**src/klbs_pkg.sv**
```systemverilog
package klbs_pkg;

    localparam int unsigned PROG_SLOTS_DEF         = 16;
    localparam int unsigned BATTERY_HOLD_TICKS_DEF = 100;

    localparam int unsigned CFG_IDX_W  = 3;
    localparam int unsigned CFG_DATA_W = 16;
    localparam int unsigned HOLD_W     = 7;

    typedef enum logic [CFG_IDX_W-1:0] {
        REG_PROGRAM_COUNT     = 3'd0,
        REG_START_PROGRAM     = 3'd1,
        REG_BATTERY_THRESHOLD = 3'd2,
        REG_SHORT_PRESS_LIMIT = 3'd3,
        REG_LONG_PRESS_LIMIT  = 3'd4,
        REG_BLINK_ON_TIME     = 3'd5,
        REG_BLINK_OFF_TIME    = 3'd6,
        REG_PAUSE_TIME        = 3'd7
    } t_cfg_reg;

    typedef enum logic [1:0] {
        CAUSE_NONE    = 2'd0,
        CAUSE_BATTERY = 2'd1,
        CAUSE_KEY     = 2'd2
    } t_cause;

    // register reset values
    localparam logic [4:0]  PROGRAM_COUNT_RST     = 5'd1;
    localparam logic [3:0]  START_PROGRAM_RST     = 4'd0;
    localparam logic [9:0]  BATTERY_THRESHOLD_RST = 10'd512;
    localparam logic [15:0] SHORT_PRESS_RST       = 16'd800;
    localparam logic [15:0] LONG_PRESS_RST        = 16'd5000;
    localparam logic [15:0] BLINK_ON_RST          = 16'd100;
    localparam logic [15:0] BLINK_OFF_RST         = 16'd300;
    localparam logic [15:0] PAUSE_RST             = 16'd1000;

    typedef struct packed {
        logic [4:0]  program_count;
        logic [9:0]  battery_threshold;
        logic [15:0] short_press_limit;
        logic [15:0] long_press_limit;
        logic [15:0] blink_on_time;
        logic [15:0] blink_off_time;
        logic [15:0] pause_time;
    } t_cfg;

    typedef struct packed {
        logic       led_on;
        logic [3:0] program_index;
        logic       program_changed;
        logic       shutdown;
        t_cause     shutdown_cause;
    } t_result;

endpackage

```
**src/key_led_battery_supervisor_top.sv**
```systemverilog
// Key, LED and battery supervisor, stepped once per millisecond tick.
// Input channel (i_valid / o_ready): one transaction per tick with the sampled
// key level and a 10-bit battery reading. Output channel (o_valid / i_ready):
// exactly one result per input, holding LED level, program index, a
// program-changed pulse and the latched shutdown request with its cause.
// The result of an accepted transaction is registered in the output register and
// is offered on the output channel in the next cycle.
// Throughput is one transaction per cycle without stalls, set by the single result register;
// all timer and rule updates finish in one combinational pass after the state registers.
// When the receiver stalls the result stays in the output register and
// o_ready drops, so no further tick is taken until that result is accepted.
// Configuration is written through i_cfg_we / i_cfg_idx / i_cfg_data; the user must
// write at an edge with the block idle, which the block does not enforce. Writing
// start_program also presets the program. Synchronous active-low reset loads the
// register defaults, clears timers, lights the LED, selects the start program and
// clears shutdown. Once shutdown latches, steps change no state until reset.
module key_led_battery_supervisor_top #(
    parameter int unsigned PROG_SLOTS_P       = klbs_pkg::PROG_SLOTS_DEF,
    parameter int unsigned BATTERY_HOLD_TICKS = klbs_pkg::BATTERY_HOLD_TICKS_DEF
) (
    input  logic                            i_clk,
    input  logic                            i_rst_n,
    input  logic                            i_cfg_we,
    input  logic [klbs_pkg::CFG_IDX_W-1:0]  i_cfg_idx,
    input  logic [klbs_pkg::CFG_DATA_W-1:0] i_cfg_data,
    input  logic                            i_valid,
    output logic                            o_ready,
    input  logic                            i_key_down,
    input  logic [9:0]                      i_battery_sample,
    output logic                            o_valid,
    input  logic                            i_ready,
    output logic                            o_led_on,
    output logic [3:0]                      o_program_index,
    output logic                            o_program_changed,
    output logic                            o_shutdown,
    output logic [1:0]                      o_shutdown_cause
);
    import klbs_pkg::*;

    t_cfg    r_cfg;
    logic    r_out_valid;
    t_result r_out;
    t_result step_result;
    t_cause  off_latched;
    logic    in_fire;

    assign o_ready = !r_out_valid || i_ready;
    assign in_fire = i_valid && o_ready;

    always_ff @(posedge i_clk) begin
        if (!i_rst_n) begin
            r_cfg.program_count     <= PROGRAM_COUNT_RST;
            r_cfg.battery_threshold <= BATTERY_THRESHOLD_RST;
            r_cfg.short_press_limit <= SHORT_PRESS_RST;
            r_cfg.long_press_limit  <= LONG_PRESS_RST;
            r_cfg.blink_on_time     <= BLINK_ON_RST;
            r_cfg.blink_off_time    <= BLINK_OFF_RST;
            r_cfg.pause_time        <= PAUSE_RST;
        end else if (i_cfg_we) begin
            unique case (t_cfg_reg'(i_cfg_idx))
                REG_PROGRAM_COUNT:     r_cfg.program_count     <= i_cfg_data[4:0];
                REG_START_PROGRAM:     ; // preset only, handled in the core
                REG_BATTERY_THRESHOLD: r_cfg.battery_threshold <= i_cfg_data[9:0];
                REG_SHORT_PRESS_LIMIT: r_cfg.short_press_limit <= i_cfg_data;
                REG_LONG_PRESS_LIMIT:  r_cfg.long_press_limit  <= i_cfg_data;
                REG_BLINK_ON_TIME:     r_cfg.blink_on_time     <= i_cfg_data;
                REG_BLINK_OFF_TIME:    r_cfg.blink_off_time    <= i_cfg_data;
                REG_PAUSE_TIME:        r_cfg.pause_time        <= i_cfg_data;
                default: ;
            endcase
        end
    end

    klbs_core #(
        .PROG_SLOTS_P       (PROG_SLOTS_P),
        .BATTERY_HOLD_TICKS (BATTERY_HOLD_TICKS)
    ) u_core (
        .i_clk            (i_clk),
        .i_rst_n          (i_rst_n),
        .i_cfg            (r_cfg),
        .i_preset_we      (i_cfg_we && t_cfg_reg'(i_cfg_idx) == REG_START_PROGRAM),
        .i_preset_val     (i_cfg_data[3:0]),
        .i_step           (in_fire),
        .i_key_down       (i_key_down),
        .i_battery_sample (i_battery_sample),
        .o_result         (step_result),
        .o_off_latched    (off_latched)
    );

    always_ff @(posedge i_clk) begin
        if (!i_rst_n) begin
            r_out_valid <= 1'b0;
        end else if (in_fire) begin
            r_out_valid <= 1'b1;
        end else if (i_ready) begin
            r_out_valid <= 1'b0;
        end
    end

    always_ff @(posedge i_clk) begin
        if (in_fire) begin
            r_out <= step_result;
        end
    end

    assign o_valid           = r_out_valid;
    assign o_led_on          = r_out.led_on;
    assign o_program_index   = r_out.program_index;
    assign o_program_changed = r_out.program_changed;
    assign o_shutdown        = r_out.shutdown;
    assign o_shutdown_cause  = r_out.shutdown_cause;

    // shutdown cause never changes once latched
    a_off_sticky: assert property (@(posedge i_clk) disable iff (!i_rst_n)
        (off_latched != CAUSE_NONE) |=> (off_latched == $past(off_latched)))
        else $error("latched shutdown cause changed");

    a_dark_on_shutdown: assert property (@(posedge i_clk) disable iff (!i_rst_n)
        (r_out_valid && o_shutdown) |-> (!o_led_on && !o_program_changed))
        else $error("led lit or program change reported during shutdown");

    a_cause_matches: assert property (@(posedge i_clk) disable iff (!i_rst_n)
        r_out_valid |-> (o_shutdown == (o_shutdown_cause != CAUSE_NONE)))
        else $error("shutdown flag and cause disagree");

    a_stall_blocks: assert property (@(posedge i_clk) disable iff (!i_rst_n)
        (r_out_valid && !i_ready) |-> !o_ready)
        else $error("input taken while result stalled");

endmodule

```
**src/klbs_core.sv**
```systemverilog
module klbs_core #(
    parameter int unsigned PROG_SLOTS_P       = klbs_pkg::PROG_SLOTS_DEF,
    parameter int unsigned BATTERY_HOLD_TICKS = klbs_pkg::BATTERY_HOLD_TICKS_DEF
) (
    input  logic              i_clk,
    input  logic              i_rst_n,
    input  klbs_pkg::t_cfg    i_cfg,
    input  logic              i_preset_we,
    input  logic [3:0]        i_preset_val,
    input  logic              i_step,
    input  logic              i_key_down,
    input  logic [9:0]        i_battery_sample,
    output klbs_pkg::t_result o_result,
    output klbs_pkg::t_cause  o_off_latched
);
    import klbs_pkg::*;

    localparam int unsigned PROG_LIM = (PROG_SLOTS_P < 16) ?
                                       ((PROG_SLOTS_P < 1) ? 1 : PROG_SLOTS_P) : 16;
    localparam logic [4:0]        PROG_LIM_V = 5'(PROG_LIM);
    localparam logic [HOLD_W-1:0] HOLD_V     = HOLD_W'(BATTERY_HOLD_TICKS);

    logic [15:0]       r_key_timer,   n_key_timer;
    logic              r_key_held,    n_key_held;
    logic [15:0]       r_blink_timer, n_blink_timer;
    logic [4:0]        r_blinks_left, n_blinks_left;
    logic              r_led_level,   n_led_level;
    logic [HOLD_W-1:0] r_batt_hold,   n_batt_hold;
    logic [3:0]        r_program,     n_program;
    t_cause            r_off,         n_off;
    logic              changed;
    logic [4:0]        eff_count;

    always_comb begin
        priority if (i_cfg.program_count == 5'd0) begin
            eff_count = 5'd1;
        end else if (i_cfg.program_count > PROG_LIM_V) begin
            eff_count = PROG_LIM_V;
        end else begin
            eff_count = i_cfg.program_count;
        end
    end

    always_comb begin
        logic [4:0] next_prog;
        n_key_timer   = r_key_timer;
        n_key_held    = r_key_held;
        n_blink_timer = r_blink_timer;
        n_blinks_left = r_blinks_left;
        n_led_level   = r_led_level;
        n_batt_hold   = r_batt_hold;
        n_program     = r_program;
        n_off         = r_off;
        changed       = 1'b0;
        next_prog     = 5'd0;

        if (r_off == CAUSE_NONE) begin
            if ({1'b0, r_program} >= eff_count) begin
                n_program = 4'd0;
            end
            if (r_key_timer != 16'hFFFF) begin
                n_key_timer = r_key_timer + 16'd1;
            end
            if (r_blink_timer != 16'd0) begin
                n_blink_timer = r_blink_timer - 16'd1;
            end
            if (r_batt_hold != '0) begin
                n_batt_hold = r_batt_hold - HOLD_W'(1);
            end

            // battery rule
            if (i_battery_sample > i_cfg.battery_threshold) begin
                n_batt_hold = HOLD_V;
            end
            if (n_batt_hold == '0) begin
                n_off = CAUSE_BATTERY;
            end

            // key rule
            if (n_off == CAUSE_NONE) begin
                if (r_key_held) begin
                    if (!i_key_down) begin
                        if (n_key_timer != 16'd0 &&
                            n_key_timer <= i_cfg.short_press_limit) begin
                            next_prog = {1'b0, n_program} + 5'd1;
                            n_program = (next_prog >= eff_count) ? 4'd0 : next_prog[3:0];
                            n_led_level   = 1'b0;
                            n_blinks_left = 5'd0;
                            changed       = 1'b1;
                        end
                        n_key_held = 1'b0;
                    end else if (n_key_timer > i_cfg.short_press_limit &&
                                 n_key_timer <= i_cfg.long_press_limit) begin
                        n_off = CAUSE_KEY;
                    end
                end else if (i_key_down) begin
                    n_key_timer = 16'd0;
                    n_key_held  = 1'b1;
                end
            end

            // blink sequencer
            if (n_off == CAUSE_NONE && n_blink_timer == 16'd0) begin
                if (n_blinks_left == 5'd0) begin
                    n_blinks_left = {1'b0, n_program} + 5'd1;
                    n_blink_timer = i_cfg.pause_time;
                end else if (!n_led_level) begin
                    n_led_level   = 1'b1;
                    n_blink_timer = i_cfg.blink_on_time;
                end else begin
                    n_led_level   = 1'b0;
                    n_blink_timer = i_cfg.blink_off_time;
                    n_blinks_left = n_blinks_left - 5'd1;
                end
            end
        end

        o_result.led_on          = (n_off == CAUSE_NONE) ? n_led_level : 1'b0;
        o_result.program_index   = n_program;
        o_result.program_changed = changed;
        o_result.shutdown        = (n_off != CAUSE_NONE);
        o_result.shutdown_cause  = n_off;
    end

    always_ff @(posedge i_clk) begin
        if (!i_rst_n) begin
            r_key_timer   <= 16'd0;
            r_key_held    <= 1'b0;
            r_blink_timer <= 16'd0;
            r_blinks_left <= 5'd0;
            r_led_level   <= 1'b1;
            r_batt_hold   <= '0;
            r_program     <= START_PROGRAM_RST;
            r_off         <= CAUSE_NONE;
        end else if (i_preset_we) begin
            r_program <= i_preset_val;
        end else if (i_step) begin
            r_key_timer   <= n_key_timer;
            r_key_held    <= n_key_held;
            r_blink_timer <= n_blink_timer;
            r_blinks_left <= n_blinks_left;
            r_led_level   <= n_led_level;
            r_batt_hold   <= n_batt_hold;
            r_program     <= n_program;
            r_off         <= n_off;
        end
    end

    assign o_off_latched = r_off;

endmodule
```
**config.mk**
```make
export PLATFORM = sky130hd
export DESIGN_NAME = key_led_battery_supervisor_top
export DESIGN_NICKNAME = d
export VERILOG_FILES = /design/src/klbs_pkg.sv /design/src/key_led_battery_supervisor_top.sv /design/src/klbs_core.sv
export SDC_FILE = /design/constraint.sdc
export NUM_CORES = 1
export LEC_CHECK = 0
export BUFFER_PORTS_ARGS = -buffer_cell sky130_fd_sc_hd__buf_4
export CAP_MARGIN = 15
export CORE_ASPECT_RATIO = 0.9
export CORE_UTILIZATION = 35
export CTS_BUF_LIST = sky130_fd_sc_hd__clkbuf_8 sky130_fd_sc_hd__clkbuf_16
export DETAILED_ROUTE_END_ITERATION = 8
export PLACE_DENSITY = 0.54
export SYNTH_ARGS = -nofsm -noshare
export SYNTH_HDL_FRONTEND = slang
export SYNTH_SLANG_ARGS = --single-unit
```
**constraint.sdc**
```tcl
create_clock -name i_clk -period 12.7 [get_ports i_clk]
set_clock_uncertainty 0.2 [all_clocks]
set_input_delay 1.27 -clock i_clk [delete_from_list [all_inputs] [get_ports i_clk]]
set_output_delay 1.27 -clock i_clk [all_outputs]
set_load 0.01 [all_outputs]
```
==> key figures <==
Run status
  – Outcome: complete, no violations

Synthesis
  – Synth area leader: dfxtp_1
  – Yosys cell types: 79
  – Share of the synthesized area in the top cell type: 31.9%
  – Largest cells by area after synthesis: dfxtp_1 32%, nand2_1 9.3%, ha_1 8.0%
  – Main flop type after synthesis: dfxtp_1
  – Ys async rst share: 0%
  – Synth Cell Area: 9280 µm²
  – Post-synthesis register bit count: 157
  – Syn_area_per_cell: 7.76 µm²
  – Synth warn: 0
  – Post-synthesis cell count: 1195
  – Mapped Nets: 1289
  – Sequential share of the synthesized area: 34.9%
  – Post-synth EDFFs: 9

Floorplanning
  – Initial Util: 35.6%
  – Core area: 26100 µm²
  – Die H: 156 µm
  – Ports: 46
  – Die ar.: 27200 µm²
  – Die X: 174 µm
  – Core Rows: 56

Routing
  – Detailed Routing Iterations Pass 1: 5
  – DR vias/cell: 5.39
  – # DRC: 0
  – Post-Route WL: 26900 µm
  – DR iter-0 viols: 646
  – DR vias: 8443
  – Antenna Nets Post-Route: 0
  – Avg WL per Cell: 17.2 µm

Power and ir drop
  – Reg power frac: 35.5%
  – Leak: 3.92 nW
  – Internal power: 1.03 mW
  – Worst vdd ir: 0.0000942 V
  – Power density cells: 159 nW/µm²
  – P_sw: 634 µW
  – Combinational power share: 33.1%
  – Switching Fraction: 38.1%
  – Clk network pwr share: 31.4%

Critical path
  – Crit path depth: 20
  – Most common cell on crit path: ha_1
  – Worst R2R End: u_core.r_blink_timer[0]
  – Crit-path cells: ha_1, nand2_1, or4_1, o21ai_0, xnor2_1, ha_1, a21oi_1, o21ai_0, a221oi_1, nand3_1, a21oi_1, and3_4, nand2b_1, ha_1, nor2b_1, nand2_1, o31a_1, and2_1, a311oi_1, a211oi_1
  – CP endpoint: u_core.r_blink_timer[0]
  – R2r setup slk: 6300 ps
  – Max stage delay on crit path: 620 ps
  – CP max stage cell: or4_1
  – Critical Path RT: 12780 ps
  – Worst path arrival time: 6480 ps
  – Setup CP Type: reg2reg
  – Critical Path Sink Type: flip-flop
  – Cell family with most CP delay: compound AO/OA/AOI/OAI gates
  – R2R depth: 20
  – Crit Path Max Fanout: 25
  – Startpoint Class: flip-flop
  – R2r startpoint: u_core.r_key_timer[0]
  – CP Buf/Inv Count: 0
  – Critical Path Source: u_core.r_key_timer[0]

Clock network
  – Reg clk slew, reported paths: 70 ps
  – # Post-CTS Setup Buffers: 0
  – Hold-fix buffers, CTS: 0
  – H-tree depth: 4
  – CTS Buffer Depth: 2
  – Resized Gates After CTS: 0
  – TritonCTS Sinks: 157
  – CTS tree: built
  – CTS Root Cell: clkbuf_16
  – Worst skew pair latency: 440 ps
  – CTS buffer count: 17

Layout
  – Layout area overhead: 13.0%
  – ANT cells: 0
  – Nets: 1298
  – Share of cells above drive strength 1: 9.53%

Worst hold path
  – HP Class: reg2reg

Timing
  – Pin slew with the least headroom to its limit: 1100 ps
  – Max Freq: 156 MHz
  – Worst slew margin: 25.8%
  – Tcrit/Tclk final: 50.4%
  – Fin Setup TNS: 0 ps
  – RSZ-0062 raised after global routing: false
  – Hold slack: 256 ps
  – Tmin final: 6400 ps
  – Hold Fails Final Rpt: 0
  – Pins Over Slew Limit: 0
  – Final setup viols: 0

Place
  – Placed wire-length estimate: 19300 µm
  – Port Buf Inserts: 45
  – Placer Congestion: 0.885

GRT
  – Residual overflow from global routing: 0
  – Total track usage: 20.2%
  – Antenna violations before repair: 0
  – Vias in the first global route: 7711
  – Global-route wire length before repair: 42900 µm
  – Largest net degree at the start of global routing: 78

Flow run
  – Max Cap Viol: 0
[registers in the layout, indices dropped and copies added, names as in the netlist]
register	flops
o_led_on	1
o_program_changed	1
o_program_index	4
o_shutdown	1
o_shutdown_cause	2
o_valid	1
r_cfg	95
u_core.o_off_latched	2
u_core.r_batt_hold	7
u_core.r_blink_timer	16
u_core.r_blinks_left	5
u_core.r_key_held	1
u_core.r_key_timer	16
u_core.r_led_level	1
u_core.r_program	4
[worst register-to-register path: stages, from the launching register on]
cell      delay [ps]
dfxtp_1          420
ha_1             340
nand2_1          170
or4_1            620
o21ai_0          420
xnor2_1          240
ha_1             300
a21oi_1          120
o21ai_0          120
a221oi_1         440
nand3_1          190
a21oi_1          380
and3_4           400
nand2b_1         170
ha_1             180
nor2b_1          170
nand2_1          170
o31a_1           410
and2_1           340
a311oi_1         300
a211oi_1         120
[cell usage in the layout (no fill, tap or decap), types with 10 or more instances in the layout]
cell	instances
ha_1	59
nor2_1	81
a22oi_1	11
and3_1	10
nor4_1	12
xnor2_1	15
nand2_1	231
a211oi_1	11
mux2i_1	24
clkbuf_16	17
nand2b_1	18
dfxtp_1	148
nor2b_1	12
inv_1	62
nand3_1	52
a211o_1	10
a21oi_1	123
buf_4	56
nand4_1	18
o21ai_0	35
o211ai_1	19
nor3_1	29
[cell usage after synthesis, drive strengths merged, types with 8 or more instances]
library cell	instances
buf	20
clkbuf	46
o21ai	36
nor2b	12
o21a	8
inv	63
a211o	10
a21oi	123
edfxtp	9
o31ai	10
and3	11
nand3	52
xnor2	15
ha	59
a211oi	11
a22oi	11
nand4	19
nand2b	18
mux2i	24
nor4	14
nand2	231
nor3	31
nor2	81
or2	8
o211ai	19
dfxtp	148
[stage by stage]
stage	std cells	total power, mW	utilization [%]	worst slack, ps	cell area, µm²
floorplan	1195	0.999	-	7540	9280
global placement	1533	1.15	37.8	6600	9860
detailed placement	1533	1.15	37.8	6480	9860
CTS	1565	1.67	40.2	6450	10500
global route	1565	1.77	40.2	5800	10500
finish	1565	1.66	40.2	6300	10500
[how the worst min path moves through the flow]
stage | cells past startpoint | to | startpoint | slack (ps)
floorplan | 2 | r_cfg[32] | r_cfg[32] | 230
global placement | 2 | r_cfg[46] | r_cfg[46] | 240
detailed placement | 2 | r_cfg[32] | r_cfg[32] | 250
CTS | 2 | r_cfg[33] | r_cfg[33] | 260
global route | 2 | r_cfg[4] | r_cfg[4] | 270
finish | 2 | r_cfg[52] | r_cfg[52] | 260
[power by group through the flow]
stage | logic [mW] | clock network (mW) | registers (mW)
after floorplan | 0.409 | 0 | 0.590
after detailed placement | 0.546 | 0 | 0.601
after global routing | 0.616 | 0.557 | 0.598
after global placement | 0.548 | 0 | 0.602
after CTS | 0.549 | 0.534 | 0.590
final | 0.550 | 0.522 | 0.591
[kinds of logic (layout without fill, tap and decap cells)]
kind of cell | after synthesis | in the layout | share of synthesized area (%)
simple gates | 511 | 511 | 25.8
compound gates | 288 | 288 | 20.3
flops | 157 | 157 | 34.9
buf+inv | 129 | 151 | 5.71
fa+ha+maj | 60 | 60 | 8.07
mux | 31 | 31 | 3.48
xor+xnor | 19 | 19 | 1.79
[layer usage]
metal	part of all wire (%)	vias to the layer above	global-route usage [%]	wire length [µm]
met5	0	-	0	0
met4	1.5	0	5.51	404
met3	5.2	24	3.72	1400
met2	43	217	30.4	11500
met1	50	3924	29.2	13500
li1	-	4278	-	-
[cell type report]
cell class                 count  area, µm²
clock buffer                  17        425
clock inverter                15        191
fill                        2698      15600
inverter                      63        238
multi-input combinational    909       5540
sequential                   157       3230
tap                          348        435
timing repair buffer          56        420
No activity file was read; power rests on OpenSTA's default activity.
